<file path="config.mk">
export PLATFORM = sky130hd
export DESIGN_NAME = dds_frequency_ramp_unit
export DESIGN_NICKNAME = d
export VERILOG_FILES = /design/src/sv/dfr_pkg.sv /design/src/sv/dfr_divider.sv /design/src/sv/dfr_datapath.sv /design/src/sv/dfr_ctrl.sv /design/src/sv/dds_frequency_ramp_unit.sv
export SDC_FILE = /design/constraint.sdc
export NUM_CORES = 2
export LEC_CHECK = 0
export BUFFER_PORTS_ARGS = -buffer_cell sky130_fd_sc_hd__buf_2
export CORE_AREA = 2 2 340 342
export DETAILED_ROUTE_END_ITERATION = 8
export DIE_AREA = 0 0 342 344
export HOLD_SLACK_MARGIN = 0.15
export PLACE_DENSITY = 0.77
export SKIP_CTS_REPAIR_TIMING = 1
export SYNTH_ARGS = -nofsm -noshare
export SYNTH_HDL_FRONTEND = slang
export SYNTH_HIERARCHICAL = 1
export SYNTH_SLANG_ARGS = --single-unit
</file>
<file path="constraint.sdc">
create_clock -name clk -period 19.2 [get_ports clk]
set_input_delay 4.8 -clock clk [delete_from_list [all_inputs] [get_ports clk]]
set_output_delay 4.8 -clock clk [all_outputs]
set_load 0.02 [all_outputs]
</file>
<file path="src/sv/dfr_pkg.sv">
// dfr_pkg: shared widths, codes and controller/datapath interface structs
// for the DDS frequency ramp unit. No dependencies.
package dfr_pkg;

  localparam int FREQ_W  = 31;
  localparam int DUR_W   = 32;
  localparam int CLK_W   = 32;
  localparam int WORD_W  = 28;
  localparam int OP_W    = 2;
  localparam int CFG_W   = 32;
  localparam int CFG_IDX_W = 1;
  localparam int DIVD_W  = 64;
  localparam int DIVS_W  = 32;

  localparam logic [CLK_W-1:0] CLOCK_RESET_HZ = 32'd75000000;

  localparam logic [OP_W-1:0] OP_TICK  = 2'd0;
  localparam logic [OP_W-1:0] OP_START = 2'd1;
  localparam logic [OP_W-1:0] OP_STOP  = 2'd2;
  localparam logic [OP_W-1:0] OP_SET   = 2'd3;

  localparam logic [CFG_IDX_W-1:0] CFG_MCLK   = 1'd0;
  localparam logic [CFG_IDX_W-1:0] CFG_ACTIVE = 1'd1;

  typedef struct packed {
    logic capture;
    logic apply_ctl;
    logic inc_elapsed;
    logic take_goal;
    logic take_set;
    logic mul;
    logic div_frac;
    logic add;
    logic div_word;
    logic load_out;
  } dfr_cmd_t;

  typedef struct packed {
    logic [OP_W-1:0] op;
    logic            running;
    logic            at_end;
    logic            div_done;
    logic            out_free;
  } dfr_status_t;

endpackage

</file>
<file path="src/sv/dfr_divider.sv">
// dfr_divider: restoring radix-2 divider, one quotient bit per cycle.
// 64-bit dividend over 32-bit divisor. Uses dfr_pkg.
module dfr_divider (
  input  logic                          clk,
  input  logic                          rst_n,
  input  logic                          start,
  input  logic [dfr_pkg::DIVD_W-1:0]    dividend,
  input  logic [dfr_pkg::DIVS_W-1:0]    divisor,
  output logic [dfr_pkg::DIVD_W-1:0]    quotient,
  output logic                          done
);

  localparam int CNT_W = $clog2(dfr_pkg::DIVD_W);
  localparam logic [CNT_W-1:0] CNT_LAST = CNT_W'(dfr_pkg::DIVD_W - 1);

  logic                         busy_r, busy_nxt;
  logic                         done_r, done_nxt;
  logic [CNT_W-1:0]             cnt_r, cnt_nxt;
  logic [dfr_pkg::DIVS_W-1:0]   rem_r, rem_nxt;
  logic [dfr_pkg::DIVD_W-1:0]   quo_r, quo_nxt;
  logic [dfr_pkg::DIVS_W-1:0]   den_r, den_nxt;
  logic [dfr_pkg::DIVS_W:0]     shifted;
  logic [dfr_pkg::DIVS_W:0]     den_ext;
  logic                         ge;

  assign shifted = {rem_r, quo_r[dfr_pkg::DIVD_W-1]};
  assign den_ext = {1'b0, den_r};
  assign ge      = shifted >= den_ext;

  always_comb begin
    busy_nxt = busy_r;
    done_nxt = 1'b0;
    cnt_nxt  = cnt_r;
    rem_nxt  = rem_r;
    quo_nxt  = quo_r;
    den_nxt  = den_r;
    if (start) begin
      busy_nxt = 1'b1;
      cnt_nxt  = '0;
      rem_nxt  = '0;
      quo_nxt  = dividend;
      den_nxt  = divisor;
    end else if (busy_r) begin
      rem_nxt = ge ? dfr_pkg::DIVS_W'(shifted - den_ext) : shifted[dfr_pkg::DIVS_W-1:0];
      quo_nxt = {quo_r[dfr_pkg::DIVD_W-2:0], ge};
      cnt_nxt = cnt_r + 1'b1;
      if (cnt_r == CNT_LAST) begin
        busy_nxt = 1'b0;
        done_nxt = 1'b1;
      end
    end
  end

  always_ff @(posedge clk) begin
    if (!rst_n) begin
      busy_r <= 1'b0;
      done_r <= 1'b0;
      cnt_r  <= '0;
    end else begin
      busy_r <= busy_nxt;
      done_r <= done_nxt;
      cnt_r  <= cnt_nxt;
    end
    rem_r <= rem_nxt;
    quo_r <= quo_nxt;
    den_r <= den_nxt;
  end

  assign quotient = quo_r;
  assign done     = done_r;

endmodule

</file>
<file path="src/sv/dfr_datapath.sv">
// dfr_datapath: ramp state, config registers, multiplier, shared divider
// and result register. Uses dfr_pkg and dfr_divider.
module dfr_datapath (
  input  logic                              clk,
  input  logic                              rst_n,
  input  dfr_pkg::dfr_cmd_t                 cmd,
  output dfr_pkg::dfr_status_t              status,
  input  logic                              cfg_write_en,
  input  logic [dfr_pkg::CFG_IDX_W-1:0]     cfg_index,
  input  logic [dfr_pkg::CFG_W-1:0]         cfg_data,
  input  logic [dfr_pkg::OP_W-1:0]          in_operation,
  input  logic [dfr_pkg::FREQ_W-1:0]        in_frequency_hz,
  input  logic [dfr_pkg::DUR_W-1:0]         in_duration_ms,
  input  logic                              in_register_select,
  output logic                              out_valid,
  input  logic                              out_stall,
  output logic                              out_write_valid,
  output logic                              out_register_index,
  output logic [dfr_pkg::FREQ_W-1:0]        out_written_frequency,
  output logic [dfr_pkg::WORD_W-1:0]        out_tuning_word,
  output logic                              out_ramp_busy
);

  localparam int PAD_W = dfr_pkg::DIVD_W - dfr_pkg::FREQ_W - dfr_pkg::WORD_W;

  logic [dfr_pkg::CLK_W-1:0]   mclk_r;
  logic                        active_r;
  logic [dfr_pkg::FREQ_W-1:0]  stored_r [2];
  logic                        running_r;
  logic [dfr_pkg::FREQ_W-1:0]  origin_r, goal_r;
  logic [dfr_pkg::DUR_W-1:0]   length_r, elapsed_r;

  logic [dfr_pkg::OP_W-1:0]    op_r;
  logic [dfr_pkg::FREQ_W-1:0]  freq_in_r;
  logic [dfr_pkg::DUR_W-1:0]   dur_in_r;
  logic                        sel_in_r;

  logic [dfr_pkg::FREQ_W-1:0]  f_r;
  logic                        reg_r;
  logic                        wr_r;
  logic [dfr_pkg::DIVD_W-1:0]  prod_r;

  logic                        out_valid_r;
  logic                        out_wv_r, out_idx_r, out_busy_r;
  logic [dfr_pkg::FREQ_W-1:0]  out_freq_r;
  logic [dfr_pkg::WORD_W-1:0]  out_tw_r;

  logic                        up;
  logic [dfr_pkg::FREQ_W-1:0]  mag;
  logic [dfr_pkg::CLK_W-1:0]   mclk_eff;
  logic                        div_start, div_done;
  logic [dfr_pkg::DIVD_W-1:0]  div_dividend, div_quotient;
  logic [dfr_pkg::DIVS_W-1:0]  div_divisor;
  logic [dfr_pkg::FREQ_W-1:0]  q_frac;

  assign up       = goal_r >= origin_r;
  assign mag      = up ? (goal_r - origin_r) : (origin_r - goal_r);
  assign mclk_eff = (mclk_r == '0) ? dfr_pkg::CLOCK_RESET_HZ : mclk_r;
  assign q_frac   = div_quotient[dfr_pkg::FREQ_W-1:0];

  assign div_start    = cmd.div_frac | cmd.div_word;
  assign div_dividend = cmd.div_frac ? prod_r : {{PAD_W{1'b0}}, f_r, {dfr_pkg::WORD_W{1'b0}}};
  assign div_divisor  = cmd.div_frac ? length_r : mclk_eff;

  dfr_divider u_div (
    .clk      (clk),
    .rst_n    (rst_n),
    .start    (div_start),
    .dividend (div_dividend),
    .divisor  (div_divisor),
    .quotient (div_quotient),
    .done     (div_done)
  );

  // config and ramp state
  always_ff @(posedge clk) begin
    if (!rst_n) begin
      mclk_r      <= dfr_pkg::CLOCK_RESET_HZ;
      active_r    <= 1'b0;
      stored_r[0] <= '0;
      stored_r[1] <= '0;
      running_r   <= 1'b0;
      origin_r    <= '0;
      goal_r      <= '0;
      length_r    <= '0;
      elapsed_r   <= '0;
      wr_r        <= 1'b0;
    end else begin
      if (cfg_write_en) begin
        if (cfg_index == dfr_pkg::CFG_MCLK) mclk_r <= cfg_data;
        if (cfg_index == dfr_pkg::CFG_ACTIVE) active_r <= cfg_data[0];
      end
      if (cmd.capture) wr_r <= 1'b0;
      if (cmd.apply_ctl) begin
        if (op_r == dfr_pkg::OP_START) begin
          origin_r  <= stored_r[active_r];
          goal_r    <= freq_in_r;
          length_r  <= dur_in_r;
          elapsed_r <= '0;
          running_r <= 1'b1;
        end else if (op_r == dfr_pkg::OP_STOP) begin
          running_r <= 1'b0;
        end
      end
      if (cmd.inc_elapsed && (elapsed_r != '1)) elapsed_r <= elapsed_r + 1'b1;
      if (cmd.take_goal) begin
        running_r <= 1'b0;
        wr_r      <= 1'b1;
      end
      if (cmd.take_set || cmd.add) wr_r <= 1'b1;
      if (cmd.load_out && wr_r) stored_r[reg_r] <= f_r;
    end
  end

  // working registers
  always_ff @(posedge clk) begin
    if (cmd.capture) begin
      op_r      <= in_operation;
      freq_in_r <= in_frequency_hz;
      dur_in_r  <= in_duration_ms;
      sel_in_r  <= in_register_select;
    end
    if (cmd.inc_elapsed) reg_r <= active_r;
    if (cmd.take_set) begin
      f_r   <= freq_in_r;
      reg_r <= sel_in_r;
    end
    if (cmd.take_goal) f_r <= goal_r;
    if (cmd.add) f_r <= up ? (origin_r + q_frac) : (origin_r - q_frac);
    if (cmd.mul) prod_r <= dfr_pkg::DIVD_W'(mag) * dfr_pkg::DIVD_W'(elapsed_r);
  end

  // result register
  always_ff @(posedge clk) begin
    if (!rst_n) begin
      out_valid_r <= 1'b0;
    end else if (cmd.load_out) begin
      out_valid_r <= 1'b1;
    end else if (!out_stall) begin
      out_valid_r <= 1'b0;
    end
    if (cmd.load_out) begin
      out_wv_r   <= wr_r;
      out_idx_r  <= wr_r & reg_r;
      out_freq_r <= wr_r ? f_r : '0;
      out_tw_r   <= wr_r ? div_quotient[dfr_pkg::WORD_W-1:0] : '0;
      out_busy_r <= running_r;
    end
  end

  assign status.op       = op_r;
  assign status.running  = running_r;
  assign status.at_end   = elapsed_r >= length_r;
  assign status.div_done = div_done;
  assign status.out_free = !out_valid_r || !out_stall;

  assign out_valid             = out_valid_r;
  assign out_write_valid       = out_wv_r;
  assign out_register_index    = out_idx_r;
  assign out_written_frequency = out_freq_r;
  assign out_tuning_word       = out_tw_r;
  assign out_ramp_busy         = out_busy_r;

endmodule

</file>
<file path="src/sv/dfr_ctrl.sv">
// dfr_ctrl: sequencer for the ramp unit; issues datapath commands per word.
// Uses dfr_pkg.
module dfr_ctrl (
  input  logic                  clk,
  input  logic                  rst_n,
  input  logic                  in_valid,
  output logic                  in_stall,
  input  dfr_pkg::dfr_status_t  status,
  output dfr_pkg::dfr_cmd_t     cmd
);

  localparam logic [2:0] S_IDLE    = 3'd0;
  localparam logic [2:0] S_DECODE  = 3'd1;
  localparam logic [2:0] S_CHECK   = 3'd2;
  localparam logic [2:0] S_MUL     = 3'd3;
  localparam logic [2:0] S_FRAC    = 3'd4;
  localparam logic [2:0] S_WORD_GO = 3'd5;
  localparam logic [2:0] S_WORD    = 3'd6;
  localparam logic [2:0] S_FINISH  = 3'd7;

  logic [2:0] state_r, state_nxt;

  always_comb begin
    state_nxt = state_r;
    cmd       = '0;
    unique case (state_r)
      S_IDLE: begin
        if (in_valid) begin
          cmd.capture = 1'b1;
          state_nxt   = S_DECODE;
        end
      end
      S_DECODE: begin
        if ((status.op == dfr_pkg::OP_TICK) && status.running) begin
          cmd.inc_elapsed = 1'b1;
          state_nxt       = S_CHECK;
        end else if (status.op == dfr_pkg::OP_SET) begin
          cmd.take_set = 1'b1;
          state_nxt    = S_WORD_GO;
        end else begin
          cmd.apply_ctl = 1'b1;
          state_nxt     = S_FINISH;
        end
      end
      S_CHECK: begin
        if (status.at_end) begin
          cmd.take_goal = 1'b1;
          state_nxt     = S_WORD_GO;
        end else begin
          cmd.mul   = 1'b1;
          state_nxt = S_MUL;
        end
      end
      S_MUL: begin
        cmd.div_frac = 1'b1;
        state_nxt    = S_FRAC;
      end
      S_FRAC: begin
        if (status.div_done) begin
          cmd.add   = 1'b1;
          state_nxt = S_WORD_GO;
        end
      end
      S_WORD_GO: begin
        cmd.div_word = 1'b1;
        state_nxt    = S_WORD;
      end
      S_WORD: begin
        if (status.div_done) state_nxt = S_FINISH;
      end
      S_FINISH: begin
        if (status.out_free) begin
          cmd.load_out = 1'b1;
          state_nxt    = S_IDLE;
        end
      end
      default: state_nxt = S_IDLE;
    endcase
  end

  always_ff @(posedge clk) begin
    if (!rst_n) begin
      state_r <= S_IDLE;
    end else begin
      state_r <= state_nxt;
    end
  end

  assign in_stall = state_r != S_IDLE;

endmodule

</file>
<file path="src/sv/dds_frequency_ramp_unit.sv">
// dds_frequency_ramp_unit: top level of the DDS linear frequency ramp.
// Joins dfr_ctrl and dfr_datapath; uses dfr_pkg.
//
// Input channel (in_*): one word per operation: tick, start ramp, stop ramp
// or direct set. Output channel (out_*): exactly one result word per input
// word, in order. Config port (cfg_*): master clock (index 0) and active
// register (index 1), written while the unit is idle.
// One word is processed at a time; in_stall is high from acceptance until
// the result is loaded into the output register.
// Start, stop and idle tick go straight to the result load; a direct set,
// a ramp end and an interpolating tick use the shared radix-2 divider, once
// for the tuning word and, for an interpolating tick, once before that for
// the interpolation step. A new word is taken the cycle after the load, so
// no new word is taken before the last word's result is loaded.
// The next word is accepted while the previous result still waits in the
// output register; a stalled receiver only holds the unit in its last
// step until the output register frees.
// Synchronous reset clears ramp state, stored frequencies and config to
// their reset values; the unit is ready the cycle after reset.
module dds_frequency_ramp_unit (
  input  logic                            clk,
  input  logic                            rst_n,
  input  logic                            cfg_write_en,
  input  logic [dfr_pkg::CFG_IDX_W-1:0]   cfg_index,
  input  logic [dfr_pkg::CFG_W-1:0]       cfg_data,
  input  logic                            in_valid,
  output logic                            in_stall,
  input  logic [dfr_pkg::OP_W-1:0]        in_operation,
  input  logic [dfr_pkg::FREQ_W-1:0]      in_frequency_hz,
  input  logic [dfr_pkg::DUR_W-1:0]       in_duration_ms,
  input  logic                            in_register_select,
  output logic                            out_valid,
  input  logic                            out_stall,
  output logic                            out_write_valid,
  output logic                            out_register_index,
  output logic [dfr_pkg::FREQ_W-1:0]      out_written_frequency,
  output logic [dfr_pkg::WORD_W-1:0]      out_tuning_word,
  output logic                            out_ramp_busy
);

  dfr_pkg::dfr_cmd_t    cmd;
  dfr_pkg::dfr_status_t status;

  dfr_ctrl u_ctrl (
    .clk      (clk),
    .rst_n    (rst_n),
    .in_valid (in_valid),
    .in_stall (in_stall),
    .status   (status),
    .cmd      (cmd)
  );

  dfr_datapath u_dp (
    .clk                   (clk),
    .rst_n                 (rst_n),
    .cmd                   (cmd),
    .status                (status),
    .cfg_write_en          (cfg_write_en),
    .cfg_index             (cfg_index),
    .cfg_data              (cfg_data),
    .in_operation          (in_operation),
    .in_frequency_hz       (in_frequency_hz),
    .in_duration_ms        (in_duration_ms),
    .in_register_select    (in_register_select),
    .out_valid             (out_valid),
    .out_stall             (out_stall),
    .out_write_valid       (out_write_valid),
    .out_register_index    (out_register_index),
    .out_written_frequency (out_written_frequency),
    .out_tuning_word       (out_tuning_word),
    .out_ramp_busy         (out_ramp_busy)
  );

`ifndef SYNTHESIS
  a_accept_busy: assert property (@(posedge clk) disable iff (!rst_n)
    in_valid && !in_stall |=> in_stall)
    else $error("unit ready right after accepting a word");

  a_no_write_zero: assert property (@(posedge clk) disable iff (!rst_n)
    out_valid && !out_write_valid |->
      (out_tuning_word == '0) && (out_written_frequency == '0) && !out_register_index)
    else $error("result without write carries nonzero fields");

  a_ready_with_result: assert property (@(posedge clk) disable iff (!rst_n)
    $fell(in_stall) |-> out_valid)
    else $error("unit returned to ready without a result");
`endif

endmodule

</file>
=== After elaboration in Yosys (flattened, before gate mapping) ===
Memory sizes are Yosys's and may differ from the RTL's. A register that Yosys moved wholly into a read port is not among the register bits.
Cells that the tools add are included.

* Flip-flop bits (word level): 493
* Latch bits: 0
* Bits in writable memories: 62
* Bits in read-only memories: 0
* Output and inout port bits: 64
* Memories: 1

{| class="wikitable"
|+ Memory list
! name !! depth !! width !! rd ports !! clocked after Yosys merged registers in !! wr ports !! RTL line !! RTL
|-
| u_dp.stored_r || 2 || 31 || 1 || 1 || 2 || dfr_datapath.sv:28 || <nowiki>logic [dfr_pkg::FREQ_W-1:0] stored_r [2];</nowiki>
|}

* Add/sub/neg operators: 7
* $mul: 1
* Div/mod/pow operators: 0
* $lt $le $gt $ge: 3
* Equal/unequal tests: 17
* Shifts and indexed selects: 0
* Multiplexer cells: 61
* Bitwise logic cells: 5
* Reduce and logical (&&, ||, !) cells: 29

{| class="wikitable"
|+ Operator list
! cell !! count
|-
| $mux 32 || 6
|-
| $mux 31 || 6
|-
| $mux 64 || 2
|-
| $sub 31x31->31 || 3
|-
| $mul 31x32->63 || 1
|-
| $mux 63 || 1
|-
| $mux 1 || 37
|-
| $ge 33x32->1 || 1
|-
| $add 32x1->32 const B || 1
|-
| $ge 32x32->1 || 1
|-
| $logic_not 32->1 || 1
|-
| $ne 32x32->1 const B || 1
|-
| $sub 32x32->32 || 1
|-
| $add 31x31->31 || 1
|-
| $ge 31x31->1 || 1
|-
| $reduce_or 31->1 || 1
|-
| $pmux 3 s8 || 1
|-
| $mux 3 || 6
|-
| $eq 3x3->1 const B || 4
|-
| $reduce_and 2->1 || 5
|-
| $reduce_bool 2->1 || 5
|-
| $reduce_bool 3->1 || 3
|-
| $add 6x1->6 const B || 1
|-
| $eq 3x2->1 const B || 2
|-
| other kinds (18) || 31
|}

=== Depth between registers and ports, before layout ===
* Depth after elaboration: 10
* Depth in mapped cells: 40

=== Modules after synthesis ===
The synthesis kept the hierarchy.

{| class="wikitable"
|+ Modules (own cells, without submodules)
! module !! times used !! cells an instance !! area each (um^2) !! seq. area each (um^2)
|-
| dfr_datapath || 1 || 6536 || 60495.5 || 11801.3
|-
| dfr_divider || 1 || 628 || 7130.6 || 3683.5
|-
| dfr_ctrl || 1 || 48 || 345.3 || 60.1
|}

=== Least setup slack after synthesis ===
Ideal clock, no wire load.

* Path type: in2reg
* Start: input port out_stall
* End: memory u_dp/stored_r[1][0] (netlist name), enable pin
* Arrival: 10487 ps
* Required time: 18738 ps
* Path slack: 8251 ps
* Cell stages on the path: 5
* Path buffers: 0
* Cells stage by stage: nand2_1 > inv_1 > nor2_1 > nand3_1 > o21ai_0

{| class="wikitable"
|+ RTL lines
! item !! RTL line !! RTL
|-
| start, declared || dds_frequency_ramp_unit.sv:33 || <nowiki>input logic out_stall,</nowiki>
|-
| end, declared || dfr_datapath.sv:28 ||
|}

=== Final worst setup path ===
* Start: register u_dp/origin_r[16] (netlist name), read port of u_dp.stored_r
* End: register u_dp/prod_r[45] (netlist name), data pin

* Word-level cells in the longest chain between the ends: 3
* Elaborated cells on any way between the ends: 5
* Classes of those cells: add/sub (2); mul (1); order compare (1); mux (1)

{| class="wikitable"
|+ RTL lines
! item !! RTL line !! RTL
|-
| start, declared || dfr_datapath.sv:30 || <nowiki>logic [dfr_pkg::FREQ_W-1:0] origin_r, goal_r;</nowiki>
|-
| $sub 31x31->31 / $ge 31x31->1 (equally long branches) || dfr_datapath.sv:57, dfr_datapath.sv:56 ||
|-
| $mux 31 * || dfr_datapath.sv:57 || <nowiki>assign mag = up ? (goal_r - origin_r) : (origin_r - goal_r);</nowiki>
|-
| $mul 31x32->63 * || dfr_datapath.sv:130 || <nowiki>if (cmd.mul) prod_r <= dfr_pkg::DIVD_W'(mag) * dfr_pkg::DIVD_W'(elapsed_r);</nowiki>
|-
| end signal, assigned || dfr_datapath.sv:130 ||
|-
| end, declared || dfr_datapath.sv:41 || <nowiki>logic [dfr_pkg::DIVD_W-1:0] prod_r;</nowiki>
|}

Mark *: on every way between the ends. The rest lies on a longest branch, timed or not.
A chain may end at the register's enable or synchronous reset.

==> results_tabular.tex <==
\begin{tabular}{lr}
\hline
Metric & Value \\
\hline
\multicolumn{2}{l}{\textbf{Status}} \\
Outcome & completed \\
\multicolumn{2}{l}{\textbf{Setup path}} \\
Setup CP Type & reg2reg \\
Data required, critical path & 19.57 ns \\
Max stage delay on crit path & 0.74 ns \\
Critical Path End Type & register \\
Crit path max-delay cell type & sky130\_fd\_sc\_hd\_\_o311ai\_0 \\
Maximum fanout encountered on the critical timing path & a little over 40 \\
Most common cell type on the critical path & sky130\_fd\_sc\_hd\_\_fa\_1 \\
Nature of the critical path startpoint & register \\
Worst EP arrival & approximately 13 ns \\
\multicolumn{2}{l}{\textbf{Job}} \\
Maximum capacitance violations & 0 \\
\multicolumn{2}{l}{\textbf{STA}} \\
RSZ-0062 raised after global routing & false \\
Headroom to the max-slew limit & 17.56\% \\
Finish-stage setup viols & 0 \\
Final max-slew violation count & 0 \\
Post-Route Hold Slack & approximately 0.45 ns \\
Final Critical Period & roughly 12 ns \\
Share of the clock period used by the worst path after layout & 64.70\% \\
Final hold vios & 0 \\
Total negative slack & 0 ns \\
Worst clock skew & $\sim$0.055 ns \\
Highest clock rate & 80.51 MHz \\
Post-route setup slack & 6.778 ns \\
Slew at the pin closest to its max-slew limit & between 1 and 1.5 ns \\
\multicolumn{2}{l}{\textbf{Die}} \\
I/O pins & 168 \\
Die Y-Extent & $\sim$340 um \\
Effective utilization at floorplan & approximately three fifths \\
Die Width & roughly 340 um \\
Placeable core area & 113900 um\^{}2 \\
Row Count & approximately 120 \\
Total die area & about 120000 um\^{}2 \\
\multicolumn{2}{l}{\textbf{Final layout}} \\
Area overhead of the layout relative to synthesis & 5.473\% \\
Multi-input gate area & roughly 47000 um\^{}2 \\
Filler Cells Inserted & slightly above 9000 \\
Most common cell after layout, fill and taps aside & sky130\_fd\_sc\_hd\_\_inv\_1 \\
\# nets final & between 8000 and 9000 \\
Proportion of layout cells with a drive suffix above 1 & 9.261\% \\
Leading cell types in the layout, fill and taps excluded & sky130\_fd\_sc\_hd\_\_inv\_1, sky130\_fd\_sc\_hd\_\_nand2\_1, sky130\_fd\_sc\_hd\_\_fa\_1, sky130\_fd\_sc\_hd\_\_and2\_1, sky130\_fd\_sc\_hd\_\_ha\_1 \\
Register cell area after layout & around 16000 um\^{}2 \\
\multicolumn{2}{l}{\textbf{Synth}} \\
Main combinational cell family by area after synthesis & adder cells \\
Most used flip-flop cell after synthesis & sky130\_fd\_sc\_hd\_\_edfxtp\_1 \\
Synthesized-area fraction occupied by ao, oa, aoi and oai cells & a little under a tenth \\
Count of unique library cells instantiated by Yosys & about 110 \\
Asr flop ratio synth & 0\% \\
Cell area after synthesis & between 60000 and 70000 um\^{}2 \\
Multiplexer share of the synthesized area & 7.013\% \\
Sequential area share after synthesis & $\sim$23\% \\
Number of register bits inferred by synthesis & a little under 600 \\
Number of synthesized flops with an enable pin & around 380 \\
Post-Synthesis Net Count & between 8000 and 9000 \\
Syn Area/Cell & approximately 9.4 um\^{}2 \\
Simple-gate share of the synthesized area & about 17\% \\
Xor/xnor cell area share of the yosys netlist & between 2 and 2.5\% \\
Synth warnings & 6 \\
Post-synthesis cell count & about 7000 \\
Fraction of the mapped netlist area in adder cells & 33.28\% \\
\multicolumn{2}{l}{\textbf{Route}} \\
Average detailed-routed wire length per instance & around 22 um \\
Antenna Violating Nets Remaining & 0 \\
Remaining design rule violation count & 0 \\
Total Wirelength & 188600 um \\
Detailed Route Iter0 Violations & approximately 4800 \\
Iteration count of the initial detailed-routing pass & 6 \\
Vias per cell & about 6 \\
Routed via count & approximately 52000 \\
\multicolumn{2}{l}{\textbf{Power}} \\
Max VDD drop & 0.5485 mV \\
Switching share of total power & about 55\% \\
Net switching component of the power & between 0.005 and 0.006 W \\
PwrDens & approximately 130 nW/um\^{}2 \\
Part of the power in combinational logic & slightly below 70\% \\
Static leakage & $\sim$32 nW \\
Portion of total power attributed to sequential cells & roughly a fifth \\
Total internal power & 0.004270 W \\
Clock network fraction of total power & between 10\% and 20\% \\
\multicolumn{2}{l}{\textbf{Placement}} \\
Setup Slack @ Placement & approximately 7.0 ns \\
Placer's final routability congestion estimate & between 0.9 and 1 \\
HPWL after detailed placement & 140800 um \\
Number of I/O port buffers & $\sim$170 \\
\multicolumn{2}{l}{\textbf{CTS}} \\
H-tree levels & 2 \\
Number of clock sinks & 586 \\
Clock insertion delay at the later pin of the skew report & around 0.66 ns \\
Buffer depth of the longest clock path & 3 \\
Root buffer cell & sky130\_fd\_sc\_hd\_\_clkbuf\_16 \\
Clock-pin transition on the worst setup and hold timing paths & about 0.07 ns \\
Number of buffers created by CTS & between 50 and 60 \\
TritonCTS clock tree & done \\
\multicolumn{2}{l}{\textbf{Global routing}} \\
Largest net degree at the start of global routing & 94 \\
Top Usage Layer GRT & met2 \\
Residual overflow from global routing & 0 \\
Met1 Track Usage GR & between 40\% and 50\% \\
Via count of the first global-routing pass & 52977 \\
GR met2 Demand/Resource & a little over half \\
Fraction of met3 tracks used by global routing & between 4 and 5\% \\
Wire length of the first global-routing pass & between 200000 and 300000 um \\
Number of antenna violations at the first check in global routing & 6 \\
Overall Global Routing Usage & 32.40\% \\
\multicolumn{2}{l}{\textbf{Hold path}} \\
Path class of the lowest-slack min-delay path & reg2reg \\
\hline
\end{tabular}
## layout make-up
class | count | area share, %
Multi-Input combinational cell | 5172 | 65.66
Clock inverter | 36 | 0.4765
Timing Repair Buffer | 263 | 2.175
Clock buffer | 76 | 2.192
Antenna cell | 3 | 0.01047
Sequential cell | 586 | 21.70
Inverter | 983 | 5.147
Tap cell | 1512 | 2.639
## power by group through the flow
stage | clock, W | sequential (W) | combinational, W
after floorplan | 0 | 0.00175 | 0.00431
after global placement | 0 | 0.00184 | 0.00626
after detailed placement | 0 | 0.00185 | 0.00635
after CTS | 0.00117 | 0.00182 | 0.00638
after global routing | 0.00122 | 0.00185 | 0.00680
final | 0.00116 | 0.00183 | 0.00656
## Yosys cell counts (28+ instances only)
library cell	instances	area, um^2
sky130_fd_sc_hd__nand2b_1	211	1320
sky130_fd_sc_hd__and2_1	516	3228
sky130_fd_sc_hd__o211a_1	35	350.3
sky130_fd_sc_hd__nand2_1	968	3633
sky130_fd_sc_hd__a21oi_1	244	1221
sky130_fd_sc_hd__nand4_1	50	312.8
sky130_fd_sc_hd__nor2b_1	50	312.8
sky130_fd_sc_hd__a21o_1	102	765.7
sky130_fd_sc_hd__o21a_1	40	300.3
sky130_fd_sc_hd__nor3b_1	29	217.7
sky130_fd_sc_hd__a21boi_0	96	720.7
sky130_fd_sc_hd__nor2_1	186	698.2
sky130_fd_sc_hd__o21bai_1	28	210.2
sky130_fd_sc_hd__ha_1	416	5205
sky130_fd_sc_hd__inv_1	982	3686
sky130_fd_sc_hd__nor3_1	35	175.2
sky130_fd_sc_hd__dfxtp_1	205	4104
sky130_fd_sc_hd__edfxtp_1	381	11440
sky130_fd_sc_hd__mux2i_1	222	2222
sky130_fd_sc_hd__a31oi_1	31	193.9
sky130_fd_sc_hd__nand3_1	120	600.6
sky130_fd_sc_hd__xnor2_1	97	849.6
sky130_fd_sc_hd__clkbuf_1	373	1400
sky130_fd_sc_hd__xor2_1	62	543.0
sky130_fd_sc_hd__and3_1	53	331.6
sky130_fd_sc_hd__o21ai_0	195	975.9
sky130_fd_sc_hd__a211oi_1	46	345.3
sky130_fd_sc_hd__fa_1	870	17420
sky130_fd_sc_hd__mux2_2	211	2376
sky130_fd_sc_hd__buf_2	56	280.3
## per-stage QoR
stage          util, %  cell area (um^2)  cells  total power, W
2_1_floorplan        -             67970   7212        0.006061
3_3_place_gp     61.27             69770   8516        0.008098
3_5_place_dp     61.27             69770   8516        0.008199
4_1_cts          62.95             71680   8628        0.009377
5_1_grt          62.95             71690   8629        0.009871
6_report         62.95             71690   8631        0.009544
## logic make-up after synthesis
logic type / after synthesis
AOI/OAI and AO/OA: 964
xor gates and xnor gates: 160
adders and majority gates: 1286
buffers and inverters: 1454
DFF: 586
muxes: 447
other: 1
and+or+nand+nor: 2314
## registers in the layout (all words and copies together) (netlist names), 2 cells and up
register / cells
u_dp/u_div/quotient: 64
u_dp/prod_r: 63
u_dp/stored_r: 62
u_dp/dur_in_r: 32
u_dp/elapsed_r: 32
u_dp/length_r: 32
u_dp/mclk_r: 32
u_dp/u_div/den_r: 32
u_dp/u_div/rem_r: 32
u_dp/f_r: 31
u_dp/freq_in_r: 31
u_dp/goal_r: 31
u_dp/origin_r: 31
u_dp/out_written_frequency: 31
u_dp/out_tuning_word: 28
u_dp/u_div/cnt_r: 6
u_ctrl/state_r: 3
u_dp/op_r: 2
## critical path, delay by kind of cell (launching register included)
family	cells	cell delay, ns
compound gates	8	2.59
xor+xnor	1	0.17
fa+ha+maj	10	4.58
buf+inv	8	1.99
flops	1	0.38
mux	2	0.72
simple gates	6	1.54
## layer usage
metal,up-vias,wire (um)
met3,402,16480
met5,-,0
met1,25751,76540
met2,2400,87630
met4,0,7925
li1,23010,-
## worst paths after layout
path	end	slack [ns]	start	cells after the start
worst min register to register	u_dp/elapsed_r[17]$_SDFFE_PN0P_	0.45	u_dp/elapsed_r[17]$_SDFFE_PN0P_	1
worst min-delay path	u_dp/elapsed_r[17]$_SDFFE_PN0P_	0.45	u_dp/elapsed_r[17]$_SDFFE_PN0P_	1
worst max register to register	u_dp/prod_r[45]$_DFFE_PP_	6.78	u_dp/origin_r[16]$_SDFFE_PN0P_	35
worst max-delay path	u_dp/prod_r[45]$_DFFE_PP_	6.78	u_dp/origin_r[16]$_SDFFE_PN0P_	35
Power figures use the tool's default switching activity.
